<file path="src/hw/rtl/aob_pkg.sv">
package aob_pkg;

    localparam int AOB_NCH      = 3;   // colour channels red, green, blue
    localparam int AOB_NSTG     = 7;   // register stages from input to result
    localparam int AOB_NDIV     = 4;   // divider stages at the tail
    localparam int AOB_DIV_BITS = 2;   // quotient bits resolved per divider stage
    localparam int AOB_IDX_W    = 2;

    typedef enum logic [AOB_IDX_W-1:0] {
        CFG_SRC_RED,
        CFG_SRC_GREEN,
        CFG_SRC_BLUE,
        CFG_SRC_OPACITY
    } t_cfg_idx;

    // destination pixel plus the pass-through decision
    typedef struct packed {
        logic                      byp;
        logic [AOB_NCH-1:0][7:0]   ch;
        logic [7:0]                alpha;
    } t_pix;

    // divider state: divisor, alpha, and per-channel partial remainder and dividend/quotient byte
    typedef struct packed {
        logic [15:0]               n;
        logic [7:0]                alpha;
        logic [AOB_NCH-1:0][15:0]  rem;
        logic [AOB_NCH-1:0][7:0]   lq;
    } t_div;

endpackage

</file>
<file path="src/hw/rtl/aob_pix_if.sv">
interface aob_pix_if;
    logic       valid;
    logic       ready;
    logic       covered;
    logic [7:0] dst_red;
    logic [7:0] dst_green;
    logic [7:0] dst_blue;
    logic [7:0] dst_alpha;

    modport source (
        output valid, covered, dst_red, dst_green, dst_blue, dst_alpha,
        input  ready
    );
    modport sink (
        input  valid, covered, dst_red, dst_green, dst_blue, dst_alpha,
        output ready
    );
endinterface

</file>
<file path="src/hw/rtl/aob_res_if.sv">
interface aob_res_if;
    logic       valid;
    logic       ready;
    logic [7:0] out_red;
    logic [7:0] out_green;
    logic [7:0] out_blue;
    logic [7:0] out_alpha;

    modport source (
        output valid, out_red, out_green, out_blue, out_alpha,
        input  ready
    );
    modport sink (
        input  valid, out_red, out_green, out_blue, out_alpha,
        output ready
    );
endinterface

</file>
<file path="src/hw/rtl/aob_cfg_if.sv">
interface aob_cfg_if;
    logic                          valid;
    logic                          ready;
    logic [aob_pkg::AOB_IDX_W-1:0] index;
    logic [7:0]                    data;

    modport source (
        output valid, index, data,
        input  ready
    );
    modport sink (
        input  valid, index, data,
        output ready
    );
endinterface

</file>
<file path="src/hw/rtl/aob_div_step.sv">
module aob_div_step (
    input  logic          i_clk,
    input  logic          i_en,
    input  aob_pkg::t_div i_div,
    output aob_pkg::t_div o_div
);
    import aob_pkg::*;

    t_div        r_div;
    t_div        n_div;
    logic [16:0] w_x;
    logic        w_ge;

    // restoring division: bring in the next dividend bit, compare, subtract
    always_comb begin
        n_div = i_div;
        w_x   = '0;
        w_ge  = 1'b0;
        for (int c = 0; c < AOB_NCH; c++) begin
            for (int s = 0; s < AOB_DIV_BITS; s++) begin
                w_x  = {n_div.rem[c], n_div.lq[c][7]};
                w_ge = (w_x >= {1'b0, i_div.n});
                n_div.rem[c] = w_ge ? 16'(w_x - {1'b0, i_div.n}) : w_x[15:0];
                n_div.lq[c]  = {n_div.lq[c][6:0], w_ge};
            end
        end
    end

    always_ff @(posedge i_clk) begin
        if (i_en) begin
            r_div <= n_div;
        end
    end

    assign o_div = r_div;

endmodule

</file>
<file path="src/hw/rtl/alpha_over_blend.sv">
// Porter-Duff "over" of a programmed source colour and opacity onto a stream of
// non-premultiplied RGBA pixels. One pixel is taken every clock when the output
// is not stalled; a stall holds the whole pipeline in place while bubbles ahead
// of it still close up. The seven stages are: weight multiply, per-channel
// products, numerator sum with the alpha divide-by-255, then four divider
// stages that each settle two bits of the 8-bit colour quotients. Uncovered
// pixels and zero opacity pass the destination through unchanged. Configuration
// writes are always accepted and take effect at once, so change them only while
// no pixel is in flight.
module alpha_over_blend (
    input  logic       i_clk,
    input  logic       i_rst_n,
    aob_pix_if.sink    i_pix,
    aob_res_if.source  o_res,
    aob_cfg_if.sink    i_cfg
);
    import aob_pkg::*;

    logic [7:0]           r_src [AOB_NCH];
    logic [7:0]           r_opa;

    logic [AOB_NSTG:0]    w_rdy;
    logic [AOB_NSTG-1:0]  r_vld;
    logic [AOB_NSTG-1:0]  w_vin;
    t_pix                 r_pix [AOB_NSTG];
    t_pix                 w_pix_in;

    logic [15:0]          r_w1;
    logic [15:0]          r_w2;
    logic [7:0]           w_inv;
    logic [15:0]          r_n;
    logic [23:0]          r_cw [AOB_NCH];
    logic [23:0]          r_pw [AOB_NCH];
    logic [24:0]          w_num [AOB_NCH];
    logic [15:0]          w_asum;
    t_div                 r_div;
    t_div                 w_div [AOB_NDIV+1];

    // configuration
    assign i_cfg.ready = 1'b1;

    always_ff @(posedge i_clk) begin
        if (!i_rst_n) begin
            for (int c = 0; c < AOB_NCH; c++) begin
                r_src[c] <= '0;
            end
            r_opa <= '0;
        end else if (i_cfg.valid && i_cfg.ready) begin
            case (t_cfg_idx'(i_cfg.index))
                CFG_SRC_RED:     r_src[0] <= i_cfg.data;
                CFG_SRC_GREEN:   r_src[1] <= i_cfg.data;
                CFG_SRC_BLUE:    r_src[2] <= i_cfg.data;
                CFG_SRC_OPACITY: r_opa    <= i_cfg.data;
                default: ;
            endcase
        end
    end

    // stage handshake: a stage moves when empty or when the next one moves
    assign w_vin = {r_vld[AOB_NSTG-2:0], i_pix.valid};

    always_comb begin
        w_rdy[AOB_NSTG] = o_res.ready;
        for (int k = AOB_NSTG - 1; k >= 0; k--) begin
            w_rdy[k] = !r_vld[k] || w_rdy[k+1];
        end
    end

    assign i_pix.ready = w_rdy[0];

    always_ff @(posedge i_clk) begin
        if (!i_rst_n) begin
            r_vld <= '0;
        end else begin
            for (int k = 0; k < AOB_NSTG; k++) begin
                if (w_rdy[k]) begin
                    r_vld[k] <= w_vin[k];
                end
            end
        end
    end

    // stage 0: source weight 255*s and destination weight d*(255-s)
    assign w_inv = 8'd255 - r_opa;

    always_comb begin
        w_pix_in.byp   = !i_pix.covered || (r_opa == 8'd0);
        w_pix_in.ch[0] = i_pix.dst_red;
        w_pix_in.ch[1] = i_pix.dst_green;
        w_pix_in.ch[2] = i_pix.dst_blue;
        w_pix_in.alpha = i_pix.dst_alpha;
    end

    always_ff @(posedge i_clk) begin
        if (w_rdy[0]) begin
            r_w1     <= {r_opa, 8'h00} - {8'h00, r_opa};
            r_w2     <= 16'(i_pix.dst_alpha) * 16'(w_inv);
            r_pix[0] <= w_pix_in;
        end
    end

    // stage 1: coverage total and the weighted channel products
    always_ff @(posedge i_clk) begin
        if (w_rdy[1]) begin
            r_n <= r_w1 + r_w2;
            for (int c = 0; c < AOB_NCH; c++) begin
                r_cw[c] <= 24'(r_src[c]) * 24'(r_w1);
                r_pw[c] <= 24'(r_pix[0].ch[c]) * 24'(r_w2);
            end
            r_pix[1] <= r_pix[0];
        end
    end

    // stage 2: numerators, alpha = n/255, divider setup
    // n stays below 65535, so (n + 1 + n/256) / 256 is exact for n/255
    assign w_asum = r_n + 16'd1 + {8'h00, r_n[15:8]};

    always_comb begin
        for (int c = 0; c < AOB_NCH; c++) begin
            w_num[c] = 25'(r_cw[c]) + 25'(r_pw[c]);
        end
    end

    // the quotient is a weighted mean of two bytes, so numerator < 256*n and
    // the top part numerator/256 already lies below n
    always_ff @(posedge i_clk) begin
        if (w_rdy[2]) begin
            r_div.n     <= r_n;
            r_div.alpha <= w_asum[15:8];
            for (int c = 0; c < AOB_NCH; c++) begin
                r_div.rem[c] <= w_num[c][23:8];
                r_div.lq[c]  <= w_num[c][7:0];
            end
            r_pix[2] <= r_pix[1];
        end
    end

    // stages 3 to 6: divider, pixel fields ride alongside
    assign w_div[0] = r_div;

    for (genvar g = 0; g < AOB_NDIV; g++) begin : g_div
        aob_div_step u_step (
            .i_clk (i_clk),
            .i_en  (w_rdy[3+g]),
            .i_div (w_div[g]),
            .o_div (w_div[g+1])
        );
    end

    for (genvar g = 3; g < AOB_NSTG; g++) begin : g_pix
        always_ff @(posedge i_clk) begin
            if (w_rdy[g]) begin
                r_pix[g] <= r_pix[g-1];
            end
        end
    end

    // result
    assign o_res.valid     = r_vld[AOB_NSTG-1];
    assign o_res.out_red   = r_pix[AOB_NSTG-1].byp ? r_pix[AOB_NSTG-1].ch[0]
                                                   : w_div[AOB_NDIV].lq[0];
    assign o_res.out_green = r_pix[AOB_NSTG-1].byp ? r_pix[AOB_NSTG-1].ch[1]
                                                   : w_div[AOB_NDIV].lq[1];
    assign o_res.out_blue  = r_pix[AOB_NSTG-1].byp ? r_pix[AOB_NSTG-1].ch[2]
                                                   : w_div[AOB_NDIV].lq[2];
    assign o_res.out_alpha = r_pix[AOB_NSTG-1].byp ? r_pix[AOB_NSTG-1].alpha
                                                   : w_div[AOB_NDIV].alpha;

endmodule

</file>
<file path="src/flat_wrapper.sv">
// flat-port wrapper written by rule: the top's interface ports become plain ports
module alpha_over_blend_flat import aob_pkg::*;
  (i_clk, i_rst_n, i_pix_valid, i_pix_covered, i_pix_dst_red, i_pix_dst_green, i_pix_dst_blue, i_pix_dst_alpha, i_pix_ready, o_res_valid, o_res_out_red, o_res_out_green, o_res_out_blue, o_res_out_alpha, o_res_ready, i_cfg_valid, i_cfg_index, i_cfg_data, i_cfg_ready);
  aob_pix_if i_pix_i ();
  aob_res_if o_res_i ();
  aob_cfg_if i_cfg_i ();
  input  logic i_clk;
  input  logic i_rst_n;
  input wire logic [$bits(i_pix_i.valid)-1:0] i_pix_valid;
  input wire logic [$bits(i_pix_i.covered)-1:0] i_pix_covered;
  input wire logic [$bits(i_pix_i.dst_red)-1:0] i_pix_dst_red;
  input wire logic [$bits(i_pix_i.dst_green)-1:0] i_pix_dst_green;
  input wire logic [$bits(i_pix_i.dst_blue)-1:0] i_pix_dst_blue;
  input wire logic [$bits(i_pix_i.dst_alpha)-1:0] i_pix_dst_alpha;
  output wire logic [$bits(i_pix_i.ready)-1:0] i_pix_ready;
  output wire logic [$bits(o_res_i.valid)-1:0] o_res_valid;
  output wire logic [$bits(o_res_i.out_red)-1:0] o_res_out_red;
  output wire logic [$bits(o_res_i.out_green)-1:0] o_res_out_green;
  output wire logic [$bits(o_res_i.out_blue)-1:0] o_res_out_blue;
  output wire logic [$bits(o_res_i.out_alpha)-1:0] o_res_out_alpha;
  input wire logic [$bits(o_res_i.ready)-1:0] o_res_ready;
  input wire logic [$bits(i_cfg_i.valid)-1:0] i_cfg_valid;
  input wire logic [$bits(i_cfg_i.index)-1:0] i_cfg_index;
  input wire logic [$bits(i_cfg_i.data)-1:0] i_cfg_data;
  output wire logic [$bits(i_cfg_i.ready)-1:0] i_cfg_ready;
  assign i_pix_i.valid = i_pix_valid;
  assign i_pix_i.covered = i_pix_covered;
  assign i_pix_i.dst_red = i_pix_dst_red;
  assign i_pix_i.dst_green = i_pix_dst_green;
  assign i_pix_i.dst_blue = i_pix_dst_blue;
  assign i_pix_i.dst_alpha = i_pix_dst_alpha;
  assign i_pix_ready = i_pix_i.ready;
  assign o_res_valid = o_res_i.valid;
  assign o_res_out_red = o_res_i.out_red;
  assign o_res_out_green = o_res_i.out_green;
  assign o_res_out_blue = o_res_i.out_blue;
  assign o_res_out_alpha = o_res_i.out_alpha;
  assign o_res_i.ready = o_res_ready;
  assign i_cfg_i.valid = i_cfg_valid;
  assign i_cfg_i.index = i_cfg_index;
  assign i_cfg_i.data = i_cfg_data;
  assign i_cfg_ready = i_cfg_i.ready;
  alpha_over_blend u_core (.i_clk(i_clk), .i_rst_n(i_rst_n), .i_pix(i_pix_i), .o_res(o_res_i), .i_cfg(i_cfg_i));
endmodule
</file>
<file path="config.mk">
export PLATFORM = sky130hd
export DESIGN_NAME = alpha_over_blend_flat
export DESIGN_NICKNAME = d
export VERILOG_FILES = /design/src/hw/rtl/aob_pkg.sv /design/src/hw/rtl/aob_pix_if.sv /design/src/hw/rtl/aob_res_if.sv /design/src/hw/rtl/aob_cfg_if.sv /design/src/hw/rtl/aob_div_step.sv /design/src/hw/rtl/alpha_over_blend.sv /design/src/flat_wrapper.sv
export SDC_FILE = /design/constraint.sdc
export NUM_CORES = 2
export LEC_CHECK = 0
export ABC_CLOCK_PERIOD_IN_PS = 6400
export BUFFER_PORTS_ARGS = -buffer_cell sky130_fd_sc_hd__buf_4
export CELL_PAD_IN_SITES_DETAIL_PLACEMENT = 1
export CELL_PAD_IN_SITES_GLOBAL_PLACEMENT = 2
export CORE_ASPECT_RATIO = 1.2
export CORE_MARGIN = 2
export CORE_UTILIZATION = 45
export CTS_BUF_LIST = sky130_fd_sc_hd__clkbuf_4 sky130_fd_sc_hd__clkbuf_8
export DETAILED_ROUTE_END_ITERATION = 8
export PLACE_DENSITY_LB_ADDON = 0.1
export SLEW_MARGIN = 40
export SYNTH_ARGS = -nofsm -noshare
export SYNTH_HDL_FRONTEND = slang
export SYNTH_SLANG_ARGS = --single-unit
export TNS_END_PERCENT = 100
</file>
<file path="constraint.sdc">
create_clock -name i_clk -period 6.4 [get_ports i_clk]
set_clock_uncertainty 0.05 [all_clocks]
set_input_delay 0.96 -clock i_clk [delete_from_list [all_inputs] [get_ports i_clk]]
set_output_delay 0.96 -clock i_clk [all_outputs]
set_load 0.02 [all_outputs]
</file>
==> metrics.txt <==
Post-synth EDFFs 863; IO buf count 81; DIE WIDTH 380.5 um; first-pass GRT wire length 360600 um; crit path DAT 6.64 ns; fin nets 8845; Clock Pin Slew Worst Setup and Hold Paths 0.06 ns; HP Class in2reg; Post-CTS Setup Bufs 0; Yosys warning total 0; Worst path max stage delay 0.47 ns; Tcrit/Tclk final 94.44%; Clock Latency Late Sink 0.93 ns; CP required 6.99 ns; Synth Flop Type edfxtp_1; Initial Util 45.38%; antenna violations before repair 15; Synthesized Nets 8581; Max Root-Sink Buffers 3; placed cells 9555; MaxCap Viol Count 0; Post-synth ARST share 0%; CP Class reg2reg; dpl hpwl 194300 um; Syn-to-layout area delta 10.16%; Max Clock Freq 165.4 MHz; Slowest cell on crit path edfxtp_1; chip height 455.8 um; outcome complete, no violations; Yosys reg bits 878; largest net degree at the start of global routing 111; Fin. Hold Viols 0; post-synth cell types 96; Pre-Repair DR Iteration Count 8; die area 173400 sq um; Cells after Synth 7192; Rel. slew slack 42.65%; CTS Buf Count 152; core area 168700 sq um; worst-margin pin slew 0.8512 ns; Syn Area/Cell 10.64 sq um; crit path cell chain clkinvlp_4 -> ha_1 -> nand2_1 -> or3_1 -> nor3_1 -> nor3_1 -> nand3_1 -> a31oi_2 -> buf_4 -> o21ai_0 -> ha_1 -> nor2b_1 -> o21a_1 -> o21ai_0 -> a31oi_1 -> nor2_1 -> o31ai_1 -> o211ai_1 -> nor2b_1 -> clkinv_2 -> mux2_2; Top delay family on crit path simple AND/OR/NAND/NOR gates; Final Setup Violations 0; WL/cell 24.15 um; setup TNS 0 ns; CTS resizes 1; DR vias/cell 5.566; crit path max fanout 15; Seq/Total Area, Yosys 34.25%; # H-tree levels 4; Sink Count 878; cts hold-fix bufs 0; cell taking the most area after synthesis edfxtp_1; unrepaired setup endpoints after global routing no; post-route insts no fill 9837; routability cong. 0.9350; critical path endpoint category flip-flop; ANT nets after route 0; DR vias 54750; vias in the first global route 60310; IO Pins 83; GRT Util Overall 27.44%; initial DRC count 2738; post-synth top area share 33.86%; grt ovf 0; Startpoint Class flip-flop; Synth Cell Area 76540 sq um; number of core rows 165; Reg2Reg Setup Slack 0.36 ns; Bufs and invs on worst path 3; Area contributors post-synth edfxtp_1, fa_1, ha_1; Clock Tree Root clkbuf_8; Final Max Slew Viols 0; drt total wl 237600 um; residual DRC count 0; min Tclk post-route 6.044 ns; TritonCTS clock tree built; share of cells above drive strength 1 11.16%
cells in the mapped netlist, drive strengths merged, types with 8 or more instances:
master	n
nor2b	111
o21bai	52
nand2b	85
mux2	236
a21boi	22
xor2	116
inv	845
o31ai	36
buf	24
a311oi	8
a211o	15
o21ai	229
nor3	123
fa	565
o41ai	14
nor2	305
a221oi	8
nand3	90
clkbuf	148
xnor2	337
o221ai	19
nor4	22
nand4	67
mux2i	37
edfxtp	863
o2111ai	10
a21o	158
ha	776
a31oi	38
or2	20
a2111oi	12
and3	36
o21a	78
a211oi	58
o211ai	20
dfxtp	15
or3	29
a31o	16
and2	545
o311ai	10
or4	8
o31a	18
a21oi	334
nand2	531
cell usage in the layout (no fill, tap or decap), types with 40 or more instances in the layout:
master / count
mux2_2: 229
buf_4: 272
edfxtp_1: 863
o21bai_1: 52
nand2_1: 528
o21a_1: 78
clkbuf_4: 40
nand2b_1: 85
ha_1: 776
a21oi_1: 332
a21o_1: 158
nor2_1: 304
nand4_1: 67
and2_1: 545
xor2_1: 116
a211oi_1: 54
o21ai_0: 224
nand3_1: 90
xnor2_1: 337
inv_1: 838
clkbuf_8: 159
nor2b_1: 111
fa_1: 565
nor3_1: 123
per-layer routing:
metal | global-route usage, % | wire (um)
met5 | 0 | 58
met4 | 16.61 | 16150
met3 | 3.178 | 6907
met2 | 50.79 | 124000
met1 | 29.81 | 90500
kinds of logic after synthesis:
| family | synth area share, % |
|---|---|
| and+or+nand+nor | 13.44 |
| xor gates and xnor gates | 5.183 |
| muxes | 3.985 |
| other | 0.004899 |
| adders and majority gates | 27.46 |
| AOI/OAI and AO/OA | 10.59 |
| buffers and inverters | 5.082 |
| DFF | 34.25 |
path summary, 6_finish.rpt:
kind | start | to | cells after the start
hold reg to reg | u_core.g_div[0].u_step.o_div[18]$_DFFE_PP_ | u_core.g_div[1].u_step.o_div[20]$_DFFE_PP_ | 0
setup / recovery | u_core.r_div[90]$_DFFE_PP_ | u_core.g_div[0].u_step.o_div[52]$_DFFE_PP_ | 21
hold / removal | i_pix_dst_green[4] | u_core.r_pix[0][20]$_DFFE_PP_ | 1
setup reg to reg | u_core.r_div[90]$_DFFE_PP_ | u_core.g_div[0].u_step.o_div[52]$_DFFE_PP_ | 21
state kept, by name, summed over array words and instances, names as in the netlist:
signal                     cells
u_core.g_div.u_step.o_div    320
u_core.r_w1                   16
u_core.r_src                  24
u_core.r_div                  96
u_core.r_n                    16
u_core.r_pw                   72
u_core.r_vld                   7
u_core.r_opa                   8
u_core.r_cw                   72
u_core.r_pix                 231
u_core.r_w2                   16
stage by stage:
stage          hold slack (ns)  utilization [%]  cell area (sq um)  setup WS [ns]
5_1_grt                0.06987            49.99              84320        0.07390
6_report                0.1552            49.99              84320         0.3557
3_3_place_gp            0.3510            47.93              80840         0.1152
2_1_floorplan           0.3503                -              76540         0.4362
4_1_cts                0.03345            49.96              84260         0.3070
3_5_place_dp            0.3557            47.97              80900        0.03106
final cells by class:
cell class                      count  area (sq um)
Inverter                          846          3198
Multi-Input combinational cell   5296         46530
Fill cell                       18430         84350
Sequential cell                   878         26220
Timing Repair Buffer              282          2197
Antenna cell                        4         10.01
Clock buffer                      199          2489
Tap cell                         2254          2820
Clock inverter                     78         864.6
worst reg2reg max path: stages (launching register included):
cell        delay, ns
edfxtp_1         0.47
clkinvlp_4       0.31
ha_1             0.44
nand2_1          0.11
or3_1            0.42
nor3_1           0.22
nor3_1           0.07
nand3_1          0.13
a31oi_2          0.12
buf_4            0.21
o21ai_0          0.42
ha_1             0.34
nor2b_1          0.14
o21a_1           0.17
o21ai_0          0.27
a31oi_1          0.16
nor2_1           0.25
o31ai_1          0.20
o211ai_1         0.27
nor2b_1          0.29
clkinv_2         0.32
mux2_2           0.40
Power is not shown: default switching activity piles up to over one toggle a cycle in this logic, so the estimate is an artifact.
